$ cat config.mk
export PLATFORM = sky130hd
export DESIGN_NAME = line_deframer_length_limit_unit
export DESIGN_NICKNAME = d
export VERILOG_FILES = /design/src/hw/rtl/ldfl_pkg.sv /design/src/hw/rtl/line_deframer_length_limit_unit.sv /design/src/hw/rtl/ldfl_core.sv /design/src/hw/rtl/ldfl_out_fifo.sv
export SDC_FILE = /design/constraint.sdc
export NUM_CORES = 1
export LEC_CHECK = 0
export BUFFER_PORTS_ARGS = -buffer_cell sky130_fd_sc_hd__buf_2
export CORE_AREA = 5 5 113 115
export CTS_BUF_LIST = sky130_fd_sc_hd__clkbuf_8
export CTS_CLUSTER_SIZE = 8
export DETAILED_ROUTE_END_ITERATION = 12
export DIE_AREA = 0 0 118 120
export GPL_ROUTABILITY_DRIVEN = 0
export PLACE_DENSITY = 0.67
export SYNTH_ARGS = -nofsm -noshare
export SYNTH_HDL_FRONTEND = slang
export SYNTH_SLANG_ARGS = --single-unit
$ cat constraint.sdc
create_clock -name clk_i -period 4.06 [get_ports clk_i]
set_clock_uncertainty 0.2 [all_clocks]
set_input_delay 1.218 -clock clk_i [delete_from_list [all_inputs] [get_ports clk_i]]
set_output_delay 1.218 -clock clk_i [all_outputs]
set_load 0.005 [all_outputs]
$ cat src/hw/rtl/ldfl_pkg.sv
// Package for the line deframer with length limit: shared types and constants.
// Result word layout, status codes, character codes and output queue depth.
// No dependencies.
`timescale 1ns / 1ps

package ldfl_pkg;

  // default counter width and reset value of the line limit register
  localparam int unsigned LengthBitsDefault = 19;
  localparam int unsigned MaxLineBytesReset = 262144;

  // line terminator characters
  localparam logic [7:0] CharLf = 8'h0A;
  localparam logic [7:0] CharCr = 8'h0D;

  // result queue depth, power of two, at least two
  localparam int unsigned OutDepth = 4;

  // status codes carried with each result word
  typedef enum logic [2:0] {
    StByte         = 3'd0,
    StDone         = 3'd1,
    StEmpty        = 3'd2,
    StTooLong      = 3'd3,
    StUnterminated = 3'd4,
    StEnd          = 3'd5
  } status_e;

  // one result word
  typedef struct packed {
    logic [7:0] out_byte;
    status_e    status;
    logic       last;
  } result_t;

  // results produced by one input word, handed to the queue
  typedef struct packed {
    logic [1:0] cnt;
    result_t    r0;
    result_t    r1;
  } push_t;

endpackage

$ cat src/hw/rtl/line_deframer_length_limit_unit.sv
// Line deframer with length limit, top level.
// Channels in: one byte or end-of-stream word per handshake (valid/stall).
// Channel out: one result word per handshake: byte, line status, last flag.
// Single config register: the line length limit, written by cfg_we_i.
// Throughput: one input word per cycle while the result queue has room
// for two results; a word that makes two results (end of stream while
// dropping) puts two result words into the queue. A taken word is held
// in the input register, then written into the result queue, from which
// it is shown on the output.
// A word with no result (swallowed LF, dropped byte) just updates state.
// When the receiver stalls, results wait in a four-word queue; input is
// stalled once fewer than two queue slots are free, so bytes keep flowing
// while one result waits.
// Reset clears line state, empties the queue and sets the limit to 262144
// (masked to LENGTH_BITS bits). Write the limit only while the block is idle.
// Depends on ldfl_pkg, ldfl_core and ldfl_out_fifo.
`timescale 1ns / 1ps

module line_deframer_length_limit_unit import ldfl_pkg::*; #(
  parameter int unsigned LENGTH_BITS = LengthBitsDefault
) (
  input  logic                   clk_i,
  input  logic                   rst_ni,
  input  logic                   in_valid_i,
  output logic                   in_stall_o,
  input  logic [7:0]             data_byte_i,
  input  logic                   end_of_input_i,
  output logic                   out_valid_o,
  input  logic                   out_stall_i,
  output logic [7:0]             out_byte_o,
  output logic [2:0]             status_o,
  output logic                   last_o,
  input  logic                   cfg_we_i,
  input  logic [LENGTH_BITS-1:0] cfg_wdata_i
);

  push_t   push;
  logic    room;
  result_t head;

  // line state and decode
  ldfl_core #(
    .LENGTH_BITS(LENGTH_BITS)
  ) u_core (
    .clk_i         (clk_i),
    .rst_ni        (rst_ni),
    .in_valid_i    (in_valid_i),
    .in_stall_o    (in_stall_o),
    .data_byte_i   (data_byte_i),
    .end_of_input_i(end_of_input_i),
    .cfg_we_i      (cfg_we_i),
    .cfg_wdata_i   (cfg_wdata_i),
    .room_i        (room),
    .push_o        (push)
  );

  // result queue
  ldfl_out_fifo u_out_fifo (
    .clk_i      (clk_i),
    .rst_ni     (rst_ni),
    .push_i     (push),
    .room_o     (room),
    .out_valid_o(out_valid_o),
    .out_stall_i(out_stall_i),
    .head_o     (head)
  );

  assign out_byte_o = head.out_byte;
  assign status_o   = head.status;
  assign last_o     = head.last;

endmodule

$ cat src/hw/rtl/ldfl_core.sv
// Line deframer core: input register, line state and result decode.
// Depends on ldfl_pkg; feeds ldfl_out_fifo with up to two results per word.
`timescale 1ns / 1ps

module ldfl_core import ldfl_pkg::*; #(
  parameter int unsigned LENGTH_BITS = LengthBitsDefault
) (
  input  logic                   clk_i,
  input  logic                   rst_ni,
  input  logic                   in_valid_i,
  output logic                   in_stall_o,
  input  logic [7:0]             data_byte_i,
  input  logic                   end_of_input_i,
  input  logic                   cfg_we_i,
  input  logic [LENGTH_BITS-1:0] cfg_wdata_i,
  input  logic                   room_i,
  output push_t                  push_o
);

  localparam logic [LENGTH_BITS-1:0] MaxReset = LENGTH_BITS'(MaxLineBytesReset);

  logic                   item_vld_q, item_vld_d;
  logic [7:0]             item_byte_q;
  logic                   item_eoi_q;
  logic [LENGTH_BITS-1:0] max_q;
  logic [LENGTH_BITS-1:0] len_q, len_d;
  logic                   drop_q, drop_d;
  logic                   cr_q, cr_d;
  logic                   consume;
  logic                   load;
  logic                   is_term;
  push_t                  push;

  // item is processed once the queue has room for two results
  assign consume    = item_vld_q && room_i;
  assign in_stall_o = item_vld_q && !room_i;
  assign load       = in_valid_i && !in_stall_o;
  assign item_vld_d = load ? 1'b1 : (consume ? 1'b0 : item_vld_q);

  // input register, payload not reset
  always_ff @(posedge clk_i or negedge rst_ni) begin
    if (!rst_ni) begin
      item_vld_q <= 1'b0;
    end else begin
      item_vld_q <= item_vld_d;
    end
  end

  always_ff @(posedge clk_i) begin
    if (load) begin
      item_byte_q <= data_byte_i;
      item_eoi_q  <= end_of_input_i;
    end
  end

  // line limit register
  always_ff @(posedge clk_i or negedge rst_ni) begin
    if (!rst_ni) begin
      max_q <= MaxReset;
    end else if (cfg_we_i) begin
      max_q <= cfg_wdata_i;
    end
  end

  assign is_term = (item_byte_q == CharLf) || (item_byte_q == CharCr);

  // result decode and next line state
  always_comb begin
    len_d     = len_q;
    drop_d    = drop_q;
    cr_d      = cr_q;
    push      = '0;
    push.r0.status = StByte;
    push.r1.status = StEnd;
    if (item_eoi_q) begin
      // end of stream closes everything
      len_d  = '0;
      drop_d = 1'b0;
      cr_d   = 1'b0;
      if (drop_q) begin
        push.cnt       = 2'd2;
        push.r0.status = StTooLong;
        push.r1.status = StEnd;
        push.r1.last   = 1'b1;
      end else begin
        push.cnt       = 2'd1;
        push.r0.status = (len_q != '0) ? StUnterminated : StEnd;
        push.r0.last   = 1'b1;
      end
    end else if (cr_q && (item_byte_q == CharLf)) begin
      // LF of a CRLF pair
      cr_d = 1'b0;
    end else if (is_term) begin
      push.cnt     = 2'd1;
      push.r0.last = 1'b1;
      if (drop_q) begin
        push.r0.status = StTooLong;
      end else if (len_q == '0) begin
        push.r0.status = StEmpty;
      end else begin
        push.r0.status = StDone;
      end
      drop_d = 1'b0;
      len_d  = '0;
      cr_d   = (item_byte_q == CharCr);
    end else begin
      cr_d = 1'b0;
      if (drop_q) begin
        // discard until terminator
      end else if (len_q >= max_q) begin
        len_d  = max_q;
        drop_d = 1'b1;
      end else begin
        len_d            = len_q + LENGTH_BITS'(1);
        push.cnt         = 2'd1;
        push.r0.out_byte = item_byte_q;
        push.r0.status   = StByte;
        push.r0.last     = 1'b1;
      end
    end
    if (!consume) begin
      push.cnt = 2'd0;
    end
  end

  // line state
  always_ff @(posedge clk_i or negedge rst_ni) begin
    if (!rst_ni) begin
      len_q  <= '0;
      drop_q <= 1'b0;
      cr_q   <= 1'b0;
    end else if (consume) begin
      len_q  <= len_d;
      drop_q <= drop_d;
      cr_q   <= cr_d;
    end
  end

  assign push_o = push;

  // end of stream always returns the line state to its idle values
  assert property (@(posedge clk_i) disable iff (!rst_ni)
    consume && item_eoi_q |=> (len_q == '0) && !drop_q && !cr_q)
    else $error("line state not cleared after end of stream");

  // two results only for end of stream while dropping
  assert property (@(posedge clk_i) disable iff (!rst_ni)
    push.cnt == 2'd2 |-> item_eoi_q && drop_q)
    else $error("double result outside end of stream while dropping");

  // nothing is pushed without a processed word
  assert property (@(posedge clk_i) disable iff (!rst_ni)
    push.cnt != 2'd0 |-> consume)
    else $error("result pushed without a processed word");

endmodule

$ cat src/hw/rtl/ldfl_out_fifo.sv
// Result queue of the line deframer: takes up to two words per cycle,
// presents one per cycle at the output unless stalled. Depends on ldfl_pkg.
`timescale 1ns / 1ps

module ldfl_out_fifo import ldfl_pkg::*; (
  input  logic    clk_i,
  input  logic    rst_ni,
  input  push_t   push_i,
  output logic    room_o,
  output logic    out_valid_o,
  input  logic    out_stall_i,
  output result_t head_o
);

  localparam int unsigned AddrW = $clog2(OutDepth);
  localparam int unsigned CntW  = $clog2(OutDepth + 1);

  result_t              mem_q [OutDepth];
  logic [AddrW-1:0]     wr_ptr_q, wr_ptr_d;
  logic [AddrW-1:0]     rd_ptr_q, rd_ptr_d;
  logic [CntW-1:0]      count_q, count_d;
  logic                 pop;

  // room for two words, counted before this cycle's pop
  assign room_o      = count_q <= CntW'(OutDepth - 2);
  assign out_valid_o = count_q != '0;
  assign pop         = out_valid_o && !out_stall_i;
  assign head_o      = mem_q[rd_ptr_q];

  assign wr_ptr_d = wr_ptr_q + AddrW'(push_i.cnt);
  assign rd_ptr_d = rd_ptr_q + AddrW'(pop);
  assign count_d  = count_q + CntW'(push_i.cnt) - CntW'(pop);

  // pointers and fill count
  always_ff @(posedge clk_i or negedge rst_ni) begin
    if (!rst_ni) begin
      wr_ptr_q <= '0;
      rd_ptr_q <= '0;
      count_q  <= '0;
    end else begin
      wr_ptr_q <= wr_ptr_d;
      rd_ptr_q <= rd_ptr_d;
      count_q  <= count_d;
    end
  end

  // storage writes
  always_ff @(posedge clk_i) begin
    if (push_i.cnt != 2'd0) begin
      mem_q[wr_ptr_q] <= push_i.r0;
    end
    if (push_i.cnt == 2'd2) begin
      mem_q[wr_ptr_q + AddrW'(1)] <= push_i.r1;
    end
  end

  // never pushed beyond capacity
  assert property (@(posedge clk_i) disable iff (!rst_ni)
    push_i.cnt != 2'd0 |-> count_q <= CntW'(OutDepth - 2))
    else $error("result queue overflow");

  // fill count tracks the pointer distance
  assert property (@(posedge clk_i) disable iff (!rst_ni)
    (count_q != '0 && count_q != CntW'(OutDepth)) |->
      (AddrW'(wr_ptr_q - rd_ptr_q) == AddrW'(count_q)))
    else $error("result queue count and pointers disagree");

endmodule

==> results of run 1 <==
## cell families (layout without fill, tap and decap cells)
family	count (synthesis)	after routing	share of synthesized area
DFF	105	105	0.438
AOI/OAI and AO/OA	104	104	0.118
buffers and inverters	74	116	0.0581
muxes	72	72	0.154
and+or+nand+nor	188	188	0.162
adders and majority gates	27	27	0.0612
xor gates and xnor gates	5	5	0.00776
## state kept, by name (all words and copies together), names as in the netlist
| register | cells |
|---|---|
| u_out_fifo.rd_ptr_q | 2 |
| u_out_fifo.wr_ptr_q | 2 |
| u_out_fifo.count_q | 3 |
| u_core.max_q | 19 |
| u_core.item_byte_q | 8 |
| u_core.drop_q | 1 |
| u_core.len_q | 19 |
| u_core.item_eoi_q | 1 |
| u_out_fifo.mem_q | 48 |
| u_core.cr_q | 1 |
| u_core.item_vld_q | 1 |
## per-layer routing
layer | vias up | GRT usage | routed length (um)
met3 | 20 | 0.0386 | 659
met2 | 105 | 0.332 | 6490
met1 | 2109 | 0.249 | 5820
met4 | 0 | 0.0638 | 271
li1 | 2157 | - | -
met5 | - | 0 | 0
## how the worst min path moves through the flow
stage	to	slack (ns)	depth (start not counted)	start
floorplan	u_out_fifo.mem_q[2][11]$_SDFFE_PP0P_	0.24	2	u_out_fifo.mem_q[2][11]$_SDFFE_PP0P_
global placement	u_out_fifo.mem_q[2][5]$_SDFFE_PP0P_	0.24	2	u_out_fifo.mem_q[2][5]$_SDFFE_PP0P_
detailed placement	u_out_fifo.mem_q[2][8]$_SDFFE_PP0P_	0.25	2	u_out_fifo.mem_q[2][8]$_SDFFE_PP0P_
CTS	u_out_fifo.mem_q[2][8]$_SDFFE_PP0P_	0.27	2	u_out_fifo.mem_q[2][8]$_SDFFE_PP0P_
global route	u_out_fifo.mem_q[0][7]$_SDFFE_PP0P_	0.29	2	u_out_fifo.mem_q[0][7]$_SDFFE_PP0P_
finish	u_out_fifo.mem_q[2][8]$_SDFFE_PP0P_	0.26	2	u_out_fifo.mem_q[2][8]$_SDFFE_PP0P_
## worst register-to-register path, delay by kind of cell (launching register included)
family / cells / cell delay (ns)
adders and majority gates: 1 / 0.30
muxes: 1 / 0.20
DFF: 1 / 0.54
buffers and inverters: 2 / 0.31
and+or+nand+nor: 2 / 0.35
AOI/OAI and AO/OA: 2 / 1.51
## stage by stage
| stage | cells | total power [mW] |
|---|---|---|
| 3_5_place_dp | 748 | 3.03 |
| 6_report | 764 | 3.62 |
| 2_1_floorplan | 575 | 2.62 |
| 3_3_place_gp | 748 | 2.96 |
| 5_1_grt | 764 | 3.89 |
| 4_1_cts | 764 | 3.66 |
## final cells by class
class	count	area, um2	share of cell area
clock inverter	7	61.3	0.00995
multi-input combinational	396	2850	0.463
tap	147	184	0.0298
sequential	105	2470	0.401
clock buffer	9	124	0.0201
timing repair buffer	56	305	0.0495
inverter	44	165	0.0268
## power by group
part	internal, mW	leakage [nW]	switching [mW]
clock network	0.236	0.0994	0.397
registers	1.38	1.10	0.267
logic	0.653	1.79	0.692
## cell usage in the layout, fill, tap and decap left out, types with 2 or more instances in the layout
cell      Yosys  routed
a21o_1        3       3
a21oi_1      19      19
a21oi_2       2       2
a221o_1       2       2
a311oi_1      2       2
a31o_2        4       4
a31oi_1      17      17
and2_1        3       3
buf_2         7      46
buf_4         5      10
clkbuf_8      0       9
clkinv_4      0       2
dfrtp_1      47      47
dfxtp_1      44      44
edfxtp_1     13      13
ha_1         26      26
inv_1        44      45
inv_6         0       2
inv_8         0       2
mux2i_1      59      59
mux4_2       12      12
nand2_1      82      82
nand2b_1      2       2
nand3_1      10      10
nand4_1      20      20
nor2_1       29      29
nor2b_1       5       5
nor3_1       10      10
nor3b_1       3       3
nor4_1        9       9
o21ai_0      26      26
o22ai_1      15      15
o31ai_1       3       3
or3_1         4       4
xnor2_1       4       4
==> flow_summary.json, run 1 <==
{
  "dp_hpwl_mm": 9.65,
  "period_share": 0.853,
  "grt_max_degree": 39,
  "path_buf_inv": 2,
  "critical_path.startpoint": "u_core.max_q[18]$_DFFE_PN1P_",
  "final_util": 0.526,
  "cp.arrival_ns": 3.59,
  "route.detailed.drc": 0,
  "grt_pass1_vias": 4489,
  "port_buffers": 46,
  "finalSetupTns_ns": 0,
  "clk_latency_ns": 0.38,
  "drt_iter0_drc": 318,
  "gr-usage-all-layers": 0.195,
  "area_growth_pct": 9.17,
  "timing.hold.ws_ns": 0.265,
  "fin_crit_ns": 3.46,
  "grt_pass1_wl_mm": 22.5,
  "clkTransAtPathRegs_ns": 0.12,
  "fin_area_um2": 6160,
  "path_depth": 8,
  "hold_buffers": 0,
  "clock_sinks": 105,
  "clockBufferDepth": 2,
  "end_kind": "flip-flop",
  "status": "complete, no violations",
  "cts-resized-gates": 0,
  "postPlaceCellArea_um2": 5980,
  "cap_violations": 0,
  "cp.required_ns": 4.18,
  "r2r_slack_ns": 0.60,
  "drtAntennaViolNets": 0,
  "cts_tree": "yes",
  "max_slew_margin": 0.272,
  "r2r-end": "u_out_fifo.mem_q[3][1]$_SDFFE_PP1P_",
  "path_cells": "inv_1 -> ha_1 -> nand4_1 -> o2bb2ai_1 -> nor4_1 -> a41oi_2 -> buf_4 -> mux2i_1",
  "fp.coreArea_um2": 11700,
  "critPathMaxStageDelay_ns": 0.79,
  "totalWireLength_mm": 13.2,
  "antenna_found_initial": 0,
  "synth_most_common_cell": "nand2_1",
  "slowest_stage": "o2bb2ai_1",
  "p_per_area_nw_per_um2": 587,
  "cts_buffers": 9,
  "synth_edf_count": 13,
  "crit_fanout": 11,
  "hold_class": "flip-flop to flip-flop",
  "yosys.area.top_type": "dfrtp_1",
  "die_area_um2": 14200,
  "dieWidth_um": 118,
  "fin_ws_ns": 0.597,
  "fp.dieH_um": 120,
  "ir_drop_v": 0.000350,
  "clockRootBuffer": "clkbuf_8",
  "synth_top_area_frac": 0.208,
  "syn-cell-area_um2": 5650,
  "startpoint_type": "flip-flop",
  "first_pass_iters": 5,
  "rsz0062_at_grt": "no",
  "drv_slew": 0,
  "ys_top_cells_by_area": "dfrtp_1 21%, dfxtp_1 16%, mux2i_1 10%, edfxtp_1 6.9%, ha_1 5.8%",
  "n_fill_cell": 1101,
  "wl_per_cell_um": 17.3,
  "cp-endpoint": "u_out_fifo.mem_q[3][1]$_SDFFE_PP1P_",
  "post_cts_buffers": 0,
  "io_pins": 47,
  "synthArstFlopShare": 0.457,
  "regToRegStartpoint": "u_core.max_q[18]$_DFFE_PN1P_",
  "max_freq_mhz": 289,
  "avgSynthCellArea_um2": 9.82,
  "syn_nets": 635,
  "nets": 672,
  "drive_gt1_frac": 0.162,
  "synth_flop_cell": "dfrtp_1",
  "fp-row-count": 40,
  "h-tree-depth": 3,
  "crit_type": "flip-flop to flip-flop",
  "viasPerCell": 5.75,
  "synth_cell_type_count": 59,
  "worst_pin_slew_ns": 1.09,
  "hold_viol": 0,
  "insertedDiodeCount": 0,
  "initial_core_util": 0.482,
  "num_vias": 4391,
  "ys_warn_count": 0,
  "synth_common_cells": "82 x nand2_1, 59 x mux2i_1, 47 x dfrtp_1, 44 x dfxtp_1, 44 x inv_1",
  "synth_seq_cells": 105,
  "netlist_instances": 575,
  "p_leak_nw": 2.99,
  "dp_slack_ns": 0.645,
  "path_delay_family": "compound AO/OA/AOI/OAI gates",
  "yosysSeqAreaShare": 0.438,
  "finalSetupViolCount": 0,
  "gr-total-overflow": 0,
  "reg2reg_depth": 8
}
Power figures use the tool's default switching activity.
==> run 2, diff against run 1 <==
--- a/config.mk
+++ b/config.mk
@@ -5,7 +5,8 @@
 export SDC_FILE = /design/constraint.sdc
 export NUM_CORES = 1
 export LEC_CHECK = 0
-export BUFFER_PORTS_ARGS = -buffer_cell sky130_fd_sc_hd__buf_2
+export BUFFER_PORTS_ARGS = -buffer_cell sky130_fd_sc_hd__buf_4
+export CAP_MARGIN = 10
 export CORE_AREA = 5 5 113 115
 export CTS_BUF_LIST = sky130_fd_sc_hd__clkbuf_8
 export CTS_CLUSTER_SIZE = 8
==> constraint.sdc (replaced) <==
create_clock -name clk_i -period 4.06 [get_ports clk_i]
set_clock_uncertainty 0.2 [all_clocks]
set_input_delay 0.406 -clock clk_i [delete_from_list [all_inputs] [get_ports clk_i]]
set_output_delay 0.406 -clock clk_i [all_outputs]
set_load 0.005 [all_outputs]
==> flow_summary.json, run 2 (synthesis results as in run 1) <==
{
  "num_vias": 4445,
  "wl_per_cell_um": 17.6,
  "finalSetupViolCount": 0,
  "reg2reg_depth": 9,
  "worst_pin_slew_ns": 1.10,
  "end_kind": "flip-flop",
  "grt_pass1_wl_mm": 22.9,
  "p_per_area_nw_per_um2": 587,
  "slowest_stage": "a41oi_2",
  "clockBufferDepth": 2,
  "hold_viol": 0,
  "timing.hold.ws_ns": 0.0236,
  "regToRegStartpoint": "u_core.max_q[18]$_DFFE_PN1P_",
  "cell_internal_pwr_mw": 2.38,
  "cp-endpoint": "u_out_fifo.mem_q[3][3]$_SDFFE_PP1P_",
  "viasPerCell": 5.76,
  "clockRootBuffer": "clkbuf_8",
  "max_slew_margin": 0.258,
  "p_clk_frac": 0.178,
  "route.detailed.drc": 0,
  "dr_wl_met3_um": 530,
  "initial_core_util": 0.482,
  "final_cells": 772,
  "combPwrFrac": 0.383,
  "whs_path_depth": 3,
  "fin_crit_ns": 3.36,
  "cp.arrival_ns": 3.47,
  "final_common_cell": "nand2_1",
  "area_growth_pct": 12.9,
  "met2_length_mm": 6.93,
  "cts_tree": "yes",
  "io_pins": 47,
  "fp.coreArea_um2": 11700,
  "hold_class": "input port to flip-flop",
  "port_buffers": 46,
  "rsz0062_at_grt": "no",
  "top_regs": "u_out_fifo.mem_q x48, u_core.len_q x19, u_core.max_q x19",
  "clkTransAtPathRegs_ns": 0.09,
  "crit_fanout": 11,
  "crit_path_frequent_cell": "nor4_1",
  "fp-row-count": 40,
  "routed.top_layer": "met4",
  "p_switching_mw": 1.36,
  "startpoint_type": "flip-flop",
  "regMostFlops": "u_out_fifo.mem_q",
  "critical_path.startpoint": "u_core.max_q[18]$_DFFE_PN1P_",
  "antenna_found_initial": 0,
  "cts_buffers": 9,
  "r2r_slack_ns": 0.70,
  "dp_hpwl_mm": 9.83,
  "drv_slew": 0,
  "wl_met1_mm": 5.95,
  "p_seq_frac": 0.439,
  "totalWireLength_mm": 13.6,
  "status": "complete, no violations",
  "period_share": 0.828,
  "die_area_um2": 14200,
  "netSwitchingFraction": 0.363,
  "clk_latency_ns": 0.39,
  "final_cell_mix": "82 x nand2_1, 59 x mux2i_1, 54 x buf_4",
  "r2r-end": "u_out_fifo.mem_q[3][3]$_SDFFE_PP1P_",
  "fp.dieH_um": 120,
  "grt_max_degree": 49,
  "gr-usage-all-layers": 0.198,
  "cap_violations": 0,
  "post_cts_buffers": 0,
  "largest_register_ffs": 48,
  "cp.required_ns": 4.17,
  "first_pass_iters": 5,
  "drt_iter0_drc": 226,
  "gr-total-overflow": 0,
  "dp_cells": 746,
  "path_cells": "inv_1 -> ha_1 -> nand4_1 -> nor4_1 -> o2bb2ai_1 -> nor4_1 -> a41oi_2 -> buf_4 -> mux2i_1",
  "drtAntennaViolNets": 0,
  "p_leak_nw": 3.06,
  "nets": 680,
  "drive_gt1_frac": 0.157,
  "insertedDiodeCount": 0,
  "crit_type": "flip-flop to flip-flop",
  "dieWidth_um": 118,
  "grt_pass1_vias": 4475,
  "critPathMaxStageDelay_ns": 0.70,
  "finalSetupTns_ns": 0,
  "ir_drop_v": 0.000363,
  "h-tree-depth": 3,
  "max_freq_mhz": 298,
  "clock_sinks": 105
}
-- run 2: critical path, delay by kind of cell, from the launching register on --
kind	cells	cell delay, ns
buffers and inverters	2	0.30
and+or+nand+nor	3	0.64
muxes	1	0.17
AOI/OAI and AO/OA	2	1.15
DFF	1	0.54
adders and majority gates	1	0.29
-- run 2: how the worst min path moves through the flow --
stage / endpoint / from / slack [ns]
2_1_floorplan: u_core.cr_q$_DFFE_PN0P_ / rst_ni / -0.09
4_1_cts: u_core.max_q[9]$_DFFE_PN0P_ / cfg_wdata_i[9] / 0.004
3_5_place_dp: u_out_fifo.mem_q[3][5]$_SDFFE_PP0P_ / u_out_fifo.mem_q[3][5]$_SDFFE_PP0P_ / 0.25
5_1_grt: u_core.max_q[9]$_DFFE_PN0P_ / cfg_wdata_i[9] / 0.008
3_3_place_gp: u_out_fifo.mem_q[1][5]$_SDFFE_PP0P_ / u_out_fifo.mem_q[1][5]$_SDFFE_PP0P_ / 0.24
6_report: u_core.max_q[7]$_DFFE_PN0P_ / cfg_wdata_i[7] / 0.02
-- run 2: metal layers --
layer / track usage / vias up
li1: - / 2163
met1: 0.245 / 2169
met2: 0.348 / 96
met3: 0.0448 / 17
met4: 0.0530 / 0
met5: 0 / -
-- run 2: layout make-up --
type,count,area [um2]
Sequential cell,105,2470
Clock buffer,9,124
Inverter,44,165
Fill cell,1079,5340
Timing Repair Buffer,64,505
Tap cell,147,184
Multi-Input combinational cell,396,2850
Clock inverter,7,71.3
-- run 2: per-stage QoR --
stage	utilization	total power [mW]	area [um2]	setup WS, ns
after floorplan	-	2.62	5650	1.06
after global placement	0.519	3.03	6080	0.842
after detailed placement	0.519	3.10	6080	0.741
after CTS	0.544	3.77	6370	0.728
after global routing	0.544	4.00	6370	0.458
final	0.544	3.74	6370	0.700
-- run 2: power by group through the flow --
| stage | combinational [mW] | clock, mW | sequential (mW) |
|---|---|---|---|
| floorplan | 1.10 | 0 | 1.52 |
| finish | 1.44 | 0.666 | 1.64 |
| detailed placement | 1.44 | 0 | 1.67 |
| global route | 1.59 | 0.721 | 1.69 |
| global placement | 1.37 | 0 | 1.65 |
| CTS | 1.45 | 0.679 | 1.65 |
-- run 2: timing repair --
action	CTS	global route
gates resized for setup	0	0
endpoints found under the hold margin	56	0
hold buffers	10	0
